File: config.mk
export PLATFORM = sky130hd
export DESIGN_NAME = line_break_opportunity_detector_unit
export DESIGN_NICKNAME = d
export VERILOG_FILES = /design/src/lbod_pkg.sv /design/src/line_break_opportunity_detector_unit.sv /design/src/lbod_front.sv /design/src/lbod_queue.sv /design/src/lbod_back.sv
export SDC_FILE = /design/constraint.sdc
export NUM_CORES = 1
export LEC_CHECK = 0
export ABC_AREA = 1
export CELL_PAD_IN_SITES_DETAIL_PLACEMENT = 1
export CELL_PAD_IN_SITES_GLOBAL_PLACEMENT = 1
export CORE_ASPECT_RATIO = 1.1
export CORE_MARGIN = 8
export CORE_UTILIZATION = 47
export CTS_BUF_LIST = sky130_fd_sc_hd__clkbuf_4
export DETAILED_ROUTE_END_ITERATION = 10
export DONT_BUFFER_PORTS = 1
export PLACE_DENSITY_LB_ADDON = 0.2
export SETUP_SLACK_MARGIN = 0.05
export SKIP_LAST_GASP = 1
export SYNTH_ARGS = -nofsm -noshare
export SYNTH_HDL_FRONTEND = slang
export SYNTH_SLANG_ARGS = --single-unit
File: constraint.sdc
create_clock -name aclk -period 2.1 [get_ports aclk]
set_input_delay 0.105 -clock aclk [delete_from_list [all_inputs] [get_ports aclk]]
set_output_delay 0.105 -clock aclk [all_outputs]
set_load 0.01 [all_outputs]
File: src/lbod_pkg.sv
// Shared types, constants and character classification for the line break detector.
// Depends on nothing; every other file imports it.
package lbod_pkg;

    localparam int LBOD_QUEUE_DEPTH = 2;

    localparam logic [15:0] IDEO_SPACE  = 16'h3000;
    localparam logic [15:0] NUMERO_SIGN = 16'h2116;

    typedef struct packed {
        logic [15:0] char_code;
        logic        section_start;
    } lbod_in_t;

    typedef struct packed {
        logic break_before;
        logic bracket_open;
    } lbod_out_t;

    typedef struct packed {
        logic latin;
        logic digit;
        logic cjk;
        logic punct;
        logic connect;
        logic opener;
        logic prefix;
        logic space;
    } lbod_cls_t;

    // word handed from the front end to the back end through the queue
    typedef struct packed {
        lbod_cls_t cls;
        logic      section_start;
    } lbod_item_t;

    function automatic logic is_latin(input logic [15:0] c);
        return c inside {[16'h0041:16'h005A], [16'h0061:16'h007A],
                         [16'h00C0:16'h024F], [16'h1E00:16'h1EFF],
                         [16'h2C60:16'h2C7F], [16'hA720:16'hA7FF],
                         [16'hFF21:16'hFF3A], [16'hFF41:16'hFF5A]};
    endfunction

    function automatic logic is_digit(input logic [15:0] c);
        return c inside {[16'h0030:16'h0039]};
    endfunction

    function automatic logic is_cjk(input logic [15:0] c);
        return c inside {[16'h1100:16'h11FF], [16'h2E80:16'h2FFF],
                         [16'h3040:16'h9FBF], [16'hAC00:16'hD7AF],
                         [16'hF900:16'hFAFF], [16'hFE30:16'hFE4F],
                         16'h3005, 16'h3006, [16'h3021:16'h3029],
                         [16'h3031:16'h3035], [16'hFF66:16'hFF9D]};
    endfunction

    function automatic logic is_punct(input logic [15:0] c);
        return c inside {16'h0001, 16'h0002, 16'h0003, 16'h0004, 16'h0021,
                         16'h0022, [16'h0027:16'h0029], [16'h002C:16'h002F],
                         16'h003A, 16'h003B, 16'h003F, 16'h005B, 16'h005D,
                         16'h007B, 16'h007D,
                         16'h0082, 16'h0084, 16'h0085, [16'h0091:16'h0094],
                         16'h0096, 16'h00B4, 16'h00B8,
                         [16'h2010:16'h2013], [16'h2018:16'h201F],
                         [16'h2032:16'h2037], [16'h203C:16'h203E], 16'h2044,
                         [16'h3001:16'h3003], 16'h3005, [16'h3009:16'h3011],
                         [16'h3014:16'h301B], [16'h301D:16'h301F],
                         [16'hFE50:16'hFE5E], 16'hFE63,
                         16'hFF01, 16'hFF02, [16'hFF07:16'hFF09], 16'hFF0C,
                         16'hFF0E, 16'hFF0F, 16'hFF1A, 16'hFF1B, 16'hFF1F,
                         16'hFF3B, 16'hFF3D, 16'hFF40, [16'hFF5B:16'hFF5D],
                         [16'hFF61:16'hFF65], 16'hFF9E, 16'hFF9F};
    endfunction

    function automatic logic is_connect(input logic [15:0] c);
        return c inside {16'h0006, 16'h0027, [16'h002C:16'h002F]};
    endfunction

    function automatic logic is_opener(input logic [15:0] c);
        return c inside {16'h0001, 16'h0003, 16'h0028, 16'h005B, 16'h007B,
                         16'h300A, 16'h300C, 16'h300E, 16'h3010, 16'h3014,
                         16'h3016, 16'h3018, 16'h301A, 16'hFF08, 16'hFF3B,
                         16'hFF5B, 16'hFF62};
    endfunction

    function automatic logic is_prefix(input logic [15:0] c);
        return c inside {16'h0024, 16'h0080, [16'h00A2:16'h00A5],
                         [16'h20A0:16'h20CF], 16'hFE69, 16'hFF04, 16'hFFE0,
                         16'hFFE1, 16'hFFE5, 16'hFFE6, NUMERO_SIGN};
    endfunction

    function automatic lbod_cls_t classify(input logic [15:0] c);
        lbod_cls_t k;
        k.latin   = is_latin(c);
        k.digit   = is_digit(c);
        k.cjk     = is_cjk(c);
        k.punct   = is_punct(c);
        k.connect = is_connect(c);
        k.opener  = is_opener(c);
        k.prefix  = is_prefix(c);
        k.space   = (c == 16'h0020) || (c == IDEO_SPACE);
        return k;
    endfunction

    // wrap point between predecessor p and current c, by class only
    function automatic logic divides(input lbod_cls_t p, input lbod_cls_t c);
        logic r;
        if ((p.latin || p.digit) && (c.latin || c.digit)) begin
            r = 1'b0;
        end else if (c.space || c.punct) begin
            r = 1'b0;
        end else if (p.connect || c.connect) begin
            r = 1'b0;
        end else if (p.space || p.punct) begin
            r = 1'b1;
        end else if (p.prefix) begin
            r = 1'b0;
        end else if (c.prefix || c.cjk) begin
            r = 1'b1;
        end else begin
            r = p.cjk;
        end
        return r;
    endfunction

endpackage

File: src/line_break_opportunity_detector_unit.sv
// Top level of the line break opportunity detector: front end, queue, back end.
// Depends on lbod_pkg, lbod_front, lbod_queue and lbod_back.
//
//  channel | direction | handshake          | word
//  s_      | in        | s_valid / s_ready  | lbod_in_t  (char_code, section_start)
//  m_      | out       | m_valid / m_ready  | lbod_out_t (break_before, bracket_open)
//
// One word in and one word out per cycle sustained while m_ready holds; each word
// passes the front register, a queue slot and the result register in that order.
// The back end's history loop (previous classes, opened flag) sets the rate.
// aresetn is synchronous: it empties all stages and clears the history.
// A stalled m_ fills the queue first; s_ready drops only once it is full.
module line_break_opportunity_detector_unit #(
    parameter int QUEUE_DEPTH = lbod_pkg::LBOD_QUEUE_DEPTH
) (
    input  logic                aclk,
    input  logic                aresetn,
    input  logic                s_valid,
    output logic                s_ready,
    input  lbod_pkg::lbod_in_t  s_data,
    output logic                m_valid,
    input  logic                m_ready,
    output lbod_pkg::lbod_out_t m_data
);
    import lbod_pkg::*;

    logic       push_valid;
    logic       push_ready;
    lbod_item_t push_item;
    logic       pop_valid;
    logic       pop_ready;
    lbod_item_t pop_item;

    lbod_front u_front (
        .aclk       (aclk),
        .aresetn    (aresetn),
        .s_valid    (s_valid),
        .s_ready    (s_ready),
        .s_data     (s_data),
        .push_valid (push_valid),
        .push_ready (push_ready),
        .push_item  (push_item)
    );

    lbod_queue #(
        .DEPTH (QUEUE_DEPTH)
    ) u_queue (
        .aclk     (aclk),
        .aresetn  (aresetn),
        .wr_valid (push_valid),
        .wr_ready (push_ready),
        .wr_item  (push_item),
        .rd_valid (pop_valid),
        .rd_ready (pop_ready),
        .rd_item  (pop_item)
    );

    lbod_back u_back (
        .aclk      (aclk),
        .aresetn   (aresetn),
        .pop_valid (pop_valid),
        .pop_ready (pop_ready),
        .pop_item  (pop_item),
        .m_valid   (m_valid),
        .m_ready   (m_ready),
        .m_data    (m_data)
    );

endmodule

File: src/lbod_front.sv
// Front end: takes input words and registers their character classes.
// Depends on lbod_pkg.
module lbod_front (
    input  logic                aclk,
    input  logic                aresetn,
    input  logic                s_valid,
    output logic                s_ready,
    input  lbod_pkg::lbod_in_t  s_data,
    output logic                push_valid,
    input  logic                push_ready,
    output lbod_pkg::lbod_item_t push_item
);
    import lbod_pkg::*;

    logic       valid_reg;
    logic       valid_next;
    lbod_item_t item_reg;

    assign s_ready    = !valid_reg || push_ready;
    assign push_valid = valid_reg;
    assign push_item  = item_reg;

    always_comb begin
        valid_next = valid_reg;
        if (s_valid && s_ready) begin
            valid_next = 1'b1;
        end else if (push_ready) begin
            valid_next = 1'b0;
        end
    end

    always_ff @(posedge aclk) begin
        if (!aresetn) begin
            valid_reg <= 1'b0;
        end else begin
            valid_reg <= valid_next;
        end
    end

    always_ff @(posedge aclk) begin
        if (s_valid && s_ready) begin
            item_reg.cls           <= classify(s_data.char_code);
            item_reg.section_start <= s_data.section_start;
        end
    end

endmodule

File: src/lbod_queue.sv
// Short first-in first-out queue of classified words between front and back end.
// Depends on lbod_pkg.
module lbod_queue #(
    parameter int DEPTH = lbod_pkg::LBOD_QUEUE_DEPTH
) (
    input  logic                 aclk,
    input  logic                 aresetn,
    input  logic                 wr_valid,
    output logic                 wr_ready,
    input  lbod_pkg::lbod_item_t wr_item,
    output logic                 rd_valid,
    input  logic                 rd_ready,
    output lbod_pkg::lbod_item_t rd_item
);
    import lbod_pkg::*;

    localparam int PTR_W = (DEPTH > 1) ? $clog2(DEPTH) : 1;
    localparam int CNT_W = $clog2(DEPTH + 1);

    lbod_item_t       slot_reg [DEPTH];
    logic [PTR_W-1:0] wr_ptr_reg;
    logic [PTR_W-1:0] wr_ptr_next;
    logic [PTR_W-1:0] rd_ptr_reg;
    logic [PTR_W-1:0] rd_ptr_next;
    logic [CNT_W-1:0] count_reg;
    logic [CNT_W-1:0] count_next;
    logic             do_wr;
    logic             do_rd;

    assign wr_ready = (count_reg != CNT_W'(DEPTH));
    assign rd_valid = (count_reg != '0);
    assign rd_item  = slot_reg[rd_ptr_reg];
    assign do_wr    = wr_valid && wr_ready;
    assign do_rd    = rd_valid && rd_ready;

    always_comb begin
        wr_ptr_next = wr_ptr_reg;
        rd_ptr_next = rd_ptr_reg;
        count_next  = count_reg;
        if (do_wr) begin
            wr_ptr_next = (wr_ptr_reg == PTR_W'(DEPTH - 1)) ? '0 : wr_ptr_reg + 1'b1;
        end
        if (do_rd) begin
            rd_ptr_next = (rd_ptr_reg == PTR_W'(DEPTH - 1)) ? '0 : rd_ptr_reg + 1'b1;
        end
        if (do_wr && !do_rd) begin
            count_next = count_reg + 1'b1;
        end else if (do_rd && !do_wr) begin
            count_next = count_reg - 1'b1;
        end
    end

    always_ff @(posedge aclk) begin
        if (!aresetn) begin
            wr_ptr_reg <= '0;
            rd_ptr_reg <= '0;
            count_reg  <= '0;
        end else begin
            wr_ptr_reg <= wr_ptr_next;
            rd_ptr_reg <= rd_ptr_next;
            count_reg  <= count_next;
        end
    end

    always_ff @(posedge aclk) begin
        if (do_wr) begin
            slot_reg[wr_ptr_reg] <= wr_item;
        end
    end

endmodule

File: src/lbod_back.sv
// Back end: applies the history (previous classes, opened flag) and drives the result word.
// Depends on lbod_pkg.
module lbod_back (
    input  logic                 aclk,
    input  logic                 aresetn,
    input  logic                 pop_valid,
    output logic                 pop_ready,
    input  lbod_pkg::lbod_item_t pop_item,
    output logic                 m_valid,
    input  logic                 m_ready,
    output lbod_pkg::lbod_out_t  m_data
);
    import lbod_pkg::*;

    lbod_cls_t prev_reg;
    logic      opened_reg;
    logic      opened_next;
    logic      valid_reg;
    logic      valid_next;
    lbod_out_t data_reg;
    lbod_out_t data_next;
    lbod_cls_t pred;
    logic      opened_in;
    logic      take;

    assign pop_ready = !valid_reg || m_ready;
    assign take      = pop_valid && pop_ready;
    assign m_valid   = valid_reg;
    assign m_data    = data_reg;

    always_comb begin
        // section start: the word is its own predecessor and the flag is dropped
        pred      = pop_item.section_start ? pop_item.cls : prev_reg;
        opened_in = pop_item.section_start ? 1'b0 : opened_reg;

        opened_next            = opened_in;
        data_next.break_before = 1'b0;
        if (!opened_in) begin
            if (pop_item.cls.opener) begin
                opened_next            = 1'b1;
                data_next.break_before = 1'b1;
            end else begin
                data_next.break_before = divides(pred, pop_item.cls);
            end
        end else if (!pop_item.cls.space && !pop_item.cls.opener) begin
            opened_next = 1'b0;
        end
        data_next.bracket_open = opened_next;

        valid_next = valid_reg;
        if (take) begin
            valid_next = 1'b1;
        end else if (m_ready) begin
            valid_next = 1'b0;
        end
    end

    // reset predecessor is code 0, which has no class
    always_ff @(posedge aclk) begin
        if (!aresetn) begin
            prev_reg   <= '0;
            opened_reg <= 1'b0;
            valid_reg  <= 1'b0;
        end else begin
            valid_reg <= valid_next;
            if (take) begin
                prev_reg   <= pop_item.cls;
                opened_reg <= opened_next;
            end
        end
    end

    always_ff @(posedge aclk) begin
        if (take) begin
            data_reg <= data_next;
        end
    end

endmodule

# Yosys cells after proc, flatten, opt, wreduce, memory -nomap -nowiden
# Memory sizes are Yosys's and may differ from the RTL's. A register that Yosys moved wholly into a read port is not among the register bits.
# Cells that the tools add are included.
# op_classes
addsub,4
multipliers,0
div,0
order_cmp,70
n_eq_ne,62
n_shift,0
mux,24
bitwise_logic,0
reduce_logical,67
# op_table
cell,count
$eq A16 B16 Y1 const B,23
$ge A16 B14 Y1 const B,14
$eq A16 B14 Y1 const B,13
$le A16 B14 Y1 const B,13
$le A16 B16 Y1 const B,12
$ge A16 B16 Y1 const B,11
$eq A16 B6 Y1 const B,9
$eq A16 B8 Y1 const B,7
$eq A16 B7 Y1 const B,4
$reduce_bool A50 Y1,1
$ge A16 B6 Y1 const B,3
$ge A16 B8 Y1 const B,3
$le A16 B6 Y1 const B,3
$logic_and A1 B1 Y1,42
$eq A16 B2 Y1 const B,2
$eq A16 B3 Y1 const B,2
$ge A16 B13 Y1 const B,2
$ge A16 B7 Y1 const B,2
$le A16 B13 Y1 const B,2
$le A16 B7 Y1 const B,2
$le A16 B8 Y1 const B,2
$reduce_bool A11 Y1,2
$mux W1,21
$reduce_bool A17 Y1,1
13 further kinds,31
# word_totals
reg_bits,26
latch_bits,0
mem_bits_rw,18
mem_bits_ro,0
in_bits,21
output_inout_bits,4
word_cells,253
memories,1
# mem_list
memory,words,word_bits,rd,rd_clocked_by_memory_dff,write_ports,line,text
u_queue.slot_reg,2,9,1,1,1,lbod_queue.sv:20,lbod_item_t slot_reg [DEPTH];

# Depth between registers and ports, before layout
# Gate-level depths: netlist of run 1.
# depth
depth_word,8
depth_mapped,14
ltp_nobuf,13

# Cells and area by module
# From an unflattened synthesis of run 1, not the netlist that was laid out.
# unflattened
cells_unflattened,565
hier_area_um2,3682.3
# modules_own_cells
module,n_inst,cells_per_inst,area_per_inst_um2,seq_area_each_um2
lbod_front,1,433,2277.2,290.3
lbod_queue,1,65,904.6,640.6
lbod_back,1,67,500.5,240.2

# Worst setup path before layout of run 1
# No wires, ideal clock.
# synth_path
path_type,reg-to-reg
from,register u_queue.count_reg[0]
to,register u_queue.count_reg[1]
setup_ns,0.122
t_arrival_ns,1.629
required_time_ns,1.978
setup_slack_ns,0.349
path_stages_with_launch,10
path_buffers,1
synth_period_minus_slack_ns,1.751
cell_sequence,dfxtp_1 inv_1 a21oi_1 clkbuf_1 inv_1 ha_1 a21oi_1 o21ai_0 o21ai_0 a21oi_1
# synth_via
elab_chain_cells,5
word_cells_on_any_way,13
cone_classes,2 x add/sub; 1 x eq/ne; 2 x mux; 8 x reduce/logical
# synth_rtl
item,line,text
start: declaration,lbod_queue.sv:25,logic [CNT_W-1:0] count_reg;
start signal: assignment,lbod_queue.sv:61,count_reg <= count_next;
branches (longest 5 deep; another with $sub A2 B1 Y2),--,
# Several ways; the timed one is not identified. The select of a mux whose other input is x is not followed.
# A chain may end at the register's enable or synchronous reset.

# Worst setup path after layout of run 1
# layout_path
from,register u_queue.count_reg[1]
to,register u_queue.count_reg[1]
# layout_via
elab_chain_cells,5
word_cells_on_any_way,13
cone_classes,2 x add/sub; 1 x eq/ne; 2 x mux; 8 x reduce/logical
# layout_rtl
item,line,text
$ne A2 B2 Y1 (*),lbod_queue.sv:30,assign wr_ready = (count_reg != CNT_W'(DEPTH));
$logic_and A1 B1 Y1 (*),lbod_queue.sv:33,assign do_wr = wr_valid && wr_ready;
named net u_queue.do_wr,lbod_queue.sv:27,logic do_wr;
$logic_not A1 Y1,lbod_queue.sv:48,end else if (do_rd && !do_wr) begin
$logic_and A1 B1 Y1,lbod_queue.sv:48,
$reduce_bool A2 Y1 (no line),--,
# Mark *: on every way through the listed nets, which the timed path passes. The rest lies on a longest branch. The select of a mux whose other input is x is not followed.

==> impl_metrics.json, run 1 <==
{
  "vias": 4023,
  "cts_max_level": 2,
  "path_class": "flip-flop to flip-flop",
  "synth_top_area_cell": "edfxtp_1",
  "final_util": 0.511,
  "drtPass1Iterations": 5,
  "min_path_type": "primary input to flip-flop",
  "clock_skew_ps": 9.64,
  "syn_inst": 565,
  "core_sq_mm": 0.00747,
  "yosysMostFrequentCell": "nand2_1",
  "p_int_mw": 1.54,
  "cts_num_sinks": 44,
  "postCtsSetupRepairBufs": 0,
  "clk_pin_slew_worst_paths_ps": 120,
  "hpwl_um": 11400,
  "synth_top_cell_area_share": 0.239,
  "synth_area_sq_mm": 0.00364,
  "tns_ps": 0,
  "gp_congestion": 1.02,
  "ys_warn_count": 0,
  "slew_headroom": 0.442,
  "leakage_nw": 1.62,
  "grt_max_degree": 22,
  "post_cts_resized": 0,
  "worst_setup_path_start_kind": "flip-flop",
  "reg2reg_slack_ps": 260,
  "crit_chain": "inv_1 > o21ai_0 > inv_1 > ha_1 > a21oi_1 > o21ai_0 > o21ai_0 > a21oi_1",
  "reg2reg_depth": 8,
  "cp-end-kind": "flip-flop",
  "setup_viol": 0,
  "fin_nets": 590,
  "power.total_mw": 2.50,
  "critPathSlowestCell": "dfxtp_1",
  "drive_gt1_frac": 0.0844,
  "wire_per_inst_um": 20.6,
  "ys_top_cells_by_count": "nand2_1, nor2_1, inv_1",
  "std_cell_rows": 33,
  "first_iter_violations": 327,
  "cp_max_fo": 4,
  "die_h_um": 108,
  "cts_buffers": 5,
  "grt.total_usage": 0.262,
  "ys_seq_area_frac": 0.322,
  "tightest_slew_ps": 834,
  "grt_pass1_vias": 4087,
  "antenna_found_initial": 0,
  "critPathRequiredTime_ps": 2330,
  "drc": 0,
  "io-pin-count": 25,
  "power_frac_seq": 0.516,
  "worst-endpoint-arrival_ps": 2070,
  "p_per_area_mw_per_mm2": 655,
  "grt_setup_unrepaired": "no",
  "via_per_inst": 5.97,
  "r2r-end": "u_queue.count_reg[1]$_SDFFE_PN0P_",
  "crit_path_max_incr_delay_ps": 370,
  "syn_area_per_cell_sq_um": 6.44,
  "cts_tree": "yes",
  "worst_r2r_startpoint": "u_queue.count_reg[1]$_SDFFE_PN0P_",
  "synth-seq-cells": 44,
  "drt-total-wl_um": 13900,
  "synthFlopType": "edfxtp_1",
  "insertion_delay_ps": 340,
  "p_switching_mw": 0.960,
  "antenna_cells": 0,
  "hold_depth": 2,
  "grt_overflow": 0,
  "largest_register_ffs": 18,
  "clockRootBuffer": "clkbuf_4",
  "fin_crit_ps": 1840,
  "grt_pass1_wl_um": 21700,
  "min_from": "aresetn",
  "vdd_drop_max_mv": 0.243,
  "syn_nets": 587,
  "area_delta_synth_final_pct": 4.88,
  "pwr-share-clk": 0.156,
  "maxCapViolations": 0,
  "comb_power_share": 0.328,
  "cp_common_cell": "o21ai_0",
  "synthArstFlopShare": 0,
  "hold_viol_final": 0,
  "fin_crit_sh": 0.877,
  "hold_end": "u_queue.count_reg[0]$_SDFFE_PN0P_",
  "die-area_sq_mm": 0.0108,
  "ctsHoldBuffers": 4,
  "die_w_um": 99.9,
  "status": "completed",
  "fmax_ghz": 0.543,
  "clk_path_buf_depth": 2,
  "synth_edf_count": 29,
  "portBuffers": 0,
  "slew_viol_final": 0,
  "drtAntennaViolNets": 0,
  "start_util": 0.487,
  "yosysUniqueCellTypes": 40,
  "p_sw_frac": 0.384,
  "synth.area.top_cells": "edfxtp_1, nand2_1, nor2_1"
}
## kinds of logic after synthesis
group / count (synthesis) / synth area share
and+or+nand+nor: 350 / 0.431
AOI/OAI and AO/OA: 85 / 0.134
buffers and inverters: 79 / 0.0931
DFF: 44 / 0.322
muxes: 5 / 0.0137
xor gates and xnor gates: 1 / 0.00241
adders and majority gates: 1 / 0.00344
## power by group through the flow
stage,logic (mW),clock network (mW),registers [mW]
2_1_floorplan,0.641,0,1.23
3_3_place_gp,0.754,0,1.29
3_5_place_dp,0.805,0,1.31
4_1_cts,0.815,0.403,1.29
5_1_grt,0.909,0.431,1.31
6_report,0.820,0.391,1.29
## per-layer routing
metal  part of all wire  global-route usage
met1               0.38               0.285
met2               0.51               0.478
met3              0.064              0.0315
met4              0.051               0.156
met5                  0                   0
## per-stage QoR
step,instance area [sq um],hold slack (ps),setup WS [ps],std cells
global route,3820,93.2,106,674
finish,3820,91.1,258,674
CTS,3820,68.8,291,674
global placement,3720,204,338,662
detailed placement,3720,204,293,662
floorplan,3640,204,349,565
## worst max-delay path by stage
stage | from | end | slack [ps]
final | u_queue.count_reg[1]$_SDFFE_PN0P_ | u_queue.count_reg[1]$_SDFFE_PN0P_ | 260
after global routing | u_queue.count_reg[1]$_SDFFE_PN0P_ | u_queue.count_reg[1]$_SDFFE_PN0P_ | 110
after CTS | u_queue.count_reg[1]$_SDFFE_PN0P_ | u_queue.count_reg[1]$_SDFFE_PN0P_ | 290
after global placement | s_data[15] | u_front.push_item[5]$_DFFE_PP_ | 340
after detailed placement | s_data[15] | u_front.push_item[5]$_DFFE_PP_ | 290
after floorplan | u_queue.count_reg[0]$_SDFFE_PN0P_ | u_queue.count_reg[1]$_SDFFE_PN0P_ | 350
## area by class of cell
class / instances / area (sq um)
timing repair buffer: 10 / 85.1
multi-input combinational: 442 / 2130
sequential: 44 / 1170
fill: 1045 / 3650
clock inverter: 2 / 11.3
inverter: 65 / 244
clock buffer: 6 / 45.0
tap: 105 / 131
## critical path: cells and delay by family, from the launching register on
kind,cells,cell delay [ps]
fa+ha+maj,1,350
buf+inv,2,200
compound gates,5,820
flops,1,370
## cell usage in the layout (no fill, tap or decap), types with 8 or more instances in the layout
cell type,count
a211oi_1,8
a21oi_1,23
dfxtp_1,15
edfxtp_1,29
inv_1,57
nand2_1,145
nand3_1,54
nand4_1,10
nor2_1,95
nor2_4,12
nor3_1,15
o21ai_0,29
o21ai_1,8
Note: power is estimated with default switching activity, not from simulation.
==> run 2: changes to the inputs <==
- clock period: 2.1 -> 1.8 ns (I/O delays scaled with it)
==> run 2 against run 1 <==
  * Flip-flop and latch count did not move
  * Combinational power rose by 26%
  * Highest routed layer unchanged
  * Fmax grew 11%
  * Worst hold slack lost 26 ps
  * Clock power is 10% higher
  * Largest cell class unchanged
  * Routed wire length down 1.4%
  * Non-clock buffer count increased by 19
  * Critical path depth stayed put
==> impl_metrics.json, run 2 (synthesis gave the netlist of run 1 again) <==
{
  "critPathRequiredTime_ps": 2030,
  "antenna_found_initial": 0,
  "clk_pin_slew_worst_paths_ps": 120,
  "cts_max_level": 2,
  "start_util": 0.487,
  "tns_ps": 0,
  "maxCapViolations": 0,
  "crit_chain": "inv_1 > o21ai_1 > inv_1 > ha_1 > a21oi_1 > o21ai_0 > o21ai_1 > a21oi_1",
  "vdd_drop_max_mv": 0.303,
  "grt_pass1_wl_um": 21700,
  "fin_nets": 609,
  "grt_max_degree": 22,
  "core_sq_mm": 0.00747,
  "grt_pass1_vias": 4294,
  "path_class": "flip-flop to flip-flop",
  "pwr-share-clk": 0.149,
  "crit_path_max_incr_delay_ps": 370,
  "p_switching_mw": 1.07,
  "worst-endpoint-arrival_ps": 1890,
  "die-area_sq_mm": 0.0108,
  "worst_setup_path_start_kind": "flip-flop",
  "slew_headroom": 0.739,
  "std_cell_rows": 33,
  "setup_viol": 0,
  "met1_usage": 0.279,
  "first_iter_violations": 241,
  "largest_register_ffs": 18,
  "cts_num_sinks": 44,
  "min_path_type": "primary input to flip-flop",
  "clockRootBuffer": "clkbuf_4",
  "tightest_slew_ps": 381,
  "p_per_area_mw_per_mm2": 731,
  "p_int_mw": 1.82,
  "use_met3": 0.0366,
  "slew_viol_final": 0,
  "via_per_inst": 5.81,
  "worst_slack_ps": 146,
  "drc": 0,
  "status": "completed",
  "grt.total_usage": 0.258,
  "antenna_cells": 0,
  "area_delta_synth_final_pct": 8.69,
  "drt-total-wl_um": 13700,
  "layout_common_cells": "nand2_1, nor2_1, inv_1",
  "busiest_layer": "met2",
  "cp-end-kind": "flip-flop",
  "gp_congestion": 1.00,
  "drtPass1Iterations": 5,
  "io-pin-count": 25,
  "comb_power_share": 0.355,
  "portBuffers": 0,
  "cts_tree": "yes",
  "power_frac_seq": 0.497,
  "clock_skew_ps": 6.42,
  "layout_commonest_cell": "nand2_1",
  "drtAntennaViolNets": 0,
  "dpl_worst_slack_ps": 93.1,
  "fin_crit_sh": 0.919,
  "use_met2": 0.465,
  "hold_viol_final": 0,
  "hpwl_um": 11300,
  "insertion_delay_ps": 330,
  "fmax_ghz": 0.604,
  "cp_max_fo": 4,
  "critPathSlowestCell": "dfxtp_1",
  "grt_overflow": 0,
  "drive_gt1_frac": 0.116,
  "postCtsSetupRepairBufs": 0,
  "p_sw_frac": 0.371,
  "fin_crit_ps": 1650,
  "leakage_nw": 1.72,
  "grt_setup_unrepaired": "yes",
  "die_h_um": 108,
  "clk_path_buf_depth": 2,
  "vias": 4029,
  "wire_per_inst_um": 19.8,
  "cts_buffers": 5,
  "die_w_um": 99.9
}
==> run 2: per-stage QoR <==
stage                     power [mW]  hold slack, ps  std cells  cell area, sq um  utilization
final                           2.89            65.0        693              3960        0.530
after global routing            3.10            87.5        693              3960        0.530
after CTS                       2.90            60.1        693              3960        0.529
after detailed placement        2.47             189        681              3860        0.517
after global placement          2.41             189        681              3860        0.517
after floorplan                 2.18             189        565              3640            -
==> run 2: worst max-delay path: cells and delay by family (launching register included) <==
family,cells,cell delay (ps)
AO/OA/AOI/OAI,5,640
flip-flops,1,370
buffers and inverters,2,200
adder cells (fa/ha/maj),1,330
==> run 2: power groups by stage <==
stage | sequential, mW | combinational (mW) | clock, mW
finish | 1.44 | 1.03 | 0.430
global route | 1.46 | 1.16 | 0.487
CTS | 1.44 | 1.02 | 0.445
detailed placement | 1.46 | 1.01 | 0
global placement | 1.44 | 0.967 | 0
floorplan | 1.43 | 0.752 | 0
==> run 2: timing repair <==
item                                   4_1_cts  5_1_grt
resized for setup                            0        5
endpoints found under the hold margin        7        0
setup endpoints to repair                    0        2
hold buffers                                 4        0
==> run 2: worst paths after layout <==
path	cells past startpoint	startpoint	slack [ps]	endpoint
hold / removal	2	aresetn	60	u_queue.count_reg[0]$_SDFFE_PN0P_
setup reg to reg	8	u_queue.count_reg[1]$_SDFFE_PN0P_	150	u_queue.count_reg[1]$_SDFFE_PN0P_
setup / recovery	8	u_queue.count_reg[1]$_SDFFE_PN0P_	150	u_queue.count_reg[1]$_SDFFE_PN0P_
hold reg to reg	0	u_front.push_item[5]$_DFFE_PP_	460	u_queue.slot_reg[1][5]$_DFFE_PP_
==> run 2: layout make-up <==
cell class / instances / area (sq um)
repair buffers: 29 / 228
flip-flops and latches: 44 / 1170
multi-input cells: 442 / 2130
clock inverters: 3 / 13.8
clock buffers: 5 / 37.5
fillers: 1051 / 3520
well taps: 105 / 131
inverters: 65 / 244
==> run 2: layer usage <==
layer / up-vias / routed length [um]
li1: 1913 / -
met1: 1896 / 5250
met2: 157 / 6920
met3: 63 / 775
met4: 0 / 769
met5: - / 0
==> run 3: changes to the inputs <==
- PLACE_DENSITY_LB_ADDON: 0.2 -> 0.1
==> run 3 against run 2 <==
  * Worst hold slack better by 10 ps
  * Register-to-register slack worse by 90 ps
  * Flip-flop and latch count stayed put
  * Total power grew 9.0%
  * Clock-buffer cell count stayed put
  * Utilization is 0.10 points higher
==> impl_metrics.json, run 3 (synthesis gave the netlist of run 1 again) <==
{
  "layout_common_cells": "nand2_1, nor2_1, inv_1",
  "hold_depth": 4,
  "hold_viol_final": 0,
  "grt.total_usage": 0.274,
  "grt_pass1_wl_um": 22700,
  "dpl.cell_count": 675,
  "fmax_ghz": 0.574,
  "busiest_layer": "met2",
  "use_met2": 0.503,
  "antenna_found_initial": 0,
  "io-pin-count": 25,
  "reg2reg_depth": 8,
  "layout_commonest_cell": "nand2_1",
  "insertion_delay_ps": 350,
  "n_fill_cell": 1056,
  "cts_max_level": 2,
  "finalNonFillerCells": 689,
  "grt_pass1_vias": 4305,
  "fin_nets": 605,
  "setup_viol": 0,
  "grt_max_degree": 22,
  "clk_path_buf_depth": 2,
  "gp_congestion": 1.05,
  "die_h_um": 108,
  "worst-endpoint-arrival_ps": 1980,
  "drtPass1Iterations": 6,
  "drc": 0,
  "die_w_um": 99.9,
  "cp-end-kind": "flip-flop",
  "worst_setup_path_start_kind": "flip-flop",
  "maxCapViolations": 0,
  "hpwl_um": 11700,
  "wire_per_inst_um": 21.3,
  "grt_overflow": 0,
  "final_util": 0.531,
  "path_class": "flip-flop to flip-flop",
  "clockRootBuffer": "clkbuf_4",
  "area_delta_synth_final_pct": 8.90,
  "tightest_slew_ps": 634,
  "core_sq_mm": 0.00747,
  "cts_tree": "yes",
  "slew_viol_final": 0,
  "drt-total-wl_um": 14700,
  "leakage_nw": 1.71,
  "power.total_mw": 3.15,
  "fin_crit_ps": 1740,
  "p_per_area_mw_per_mm2": 795,
  "drive_gt1_frac": 0.115,
  "status": "completed",
  "antenna_cells": 0,
  "vias": 4088,
  "clk_pin_slew_worst_paths_ps": 120,
  "cts_buffers": 5,
  "cts_num_sinks": 44,
  "first_iter_violations": 276,
  "fin_crit_sh": 0.968,
  "critPathRequiredTime_ps": 2040,
  "vdd_drop_max_mv": 0.346,
  "via_per_inst": 5.93,
  "std_cell_rows": 33,
  "cp_max_fo": 4,
  "drtAntennaViolNets": 0,
  "grt_setup_unrepaired": "yes",
  "slew_headroom": 0.573,
  "met1_usage": 0.283,
  "start_util": 0.487,
  "min_path_type": "primary input to flip-flop",
  "largest_register_ffs": 18,
  "die-area_sq_mm": 0.0108,
  "clock_skew_ps": 10.8,
  "use_met3": 0.0398,
  "portBuffers": 0
}
==> run 3: worst max-delay path, cell delays in order (launching register included) <==
cell     delay [ps]
dfxtp_1         350
inv_1           120
a21oi_2         220
inv_1           100
ha_1            320
a21oi_1         140
o21ai_1         120
o21ai_1         190
a21oi_1          80
==> run 3: area by class of cell <==
cell class / instances / area [sq um] / area share
tap: 105 / 131 / 0.0331
multi-input combinational: 442 / 2140 / 0.540
timing repair buffer: 25 / 198 / 0.0499
clock inverter: 3 / 37.5 / 0.00947
sequential: 44 / 1180 / 0.297
clock buffer: 5 / 37.5 / 0.00947
inverter: 65 / 244 / 0.0615
==> run 3: final timing paths <==
| kind | start | end | slack [ps] |
|---|---|---|---|
| max | u_queue.count_reg[1]$_SDFFE_PN0P_ | u_queue.count_reg[1]$_SDFFE_PN0P_ | 60 |
| min | s_data[8] | u_front.push_item[6]$_DFFE_PP_ | 80 |
| max reg2reg | u_queue.count_reg[1]$_SDFFE_PN0P_ | u_queue.count_reg[1]$_SDFFE_PN0P_ | 60 |
| min reg2reg | u_front.push_item[0]$_DFFE_PP_ | u_queue.slot_reg[1][0]$_DFFE_PP_ | 460 |
==> run 3: what timing repair did <==
action,4_1_cts,5_1_grt
setup buffers,0,2
hold endpoints to repair,7,0
hold buffers,4,0
pin swaps,0,2
gates resized for setup,3,7
setup endpoints to repair,2,2
==> run 3: report_power, final <==
part	switching [mW]	leakage (nW)	internal, mW
clock	0.295	0.0403	0.284
sequential	0.184	0.402	1.33
combinational	0.714	1.27	0.347
==> run 3: metrics by stage <==
stage	hold slack (ps)	instance area, sq um	TNS (ps)	setup WS, ps
after floorplan	189	3640	0	145
after global placement	189	3820	0	120
after detailed placement	189	3820	-26.4	-26.4
after CTS	71.3	3940	0	96.0
after global routing	83.5	3970	-33.7	-33.7
final	75.1	3970	0	57.7
==> run 3: per-layer routing <==
layer,vias to the layer above,share of wire
li1,1911,-
met1,1919,0.36
met2,191,0.52
met3,67,0.057
met4,0,0.060
met5,-,0
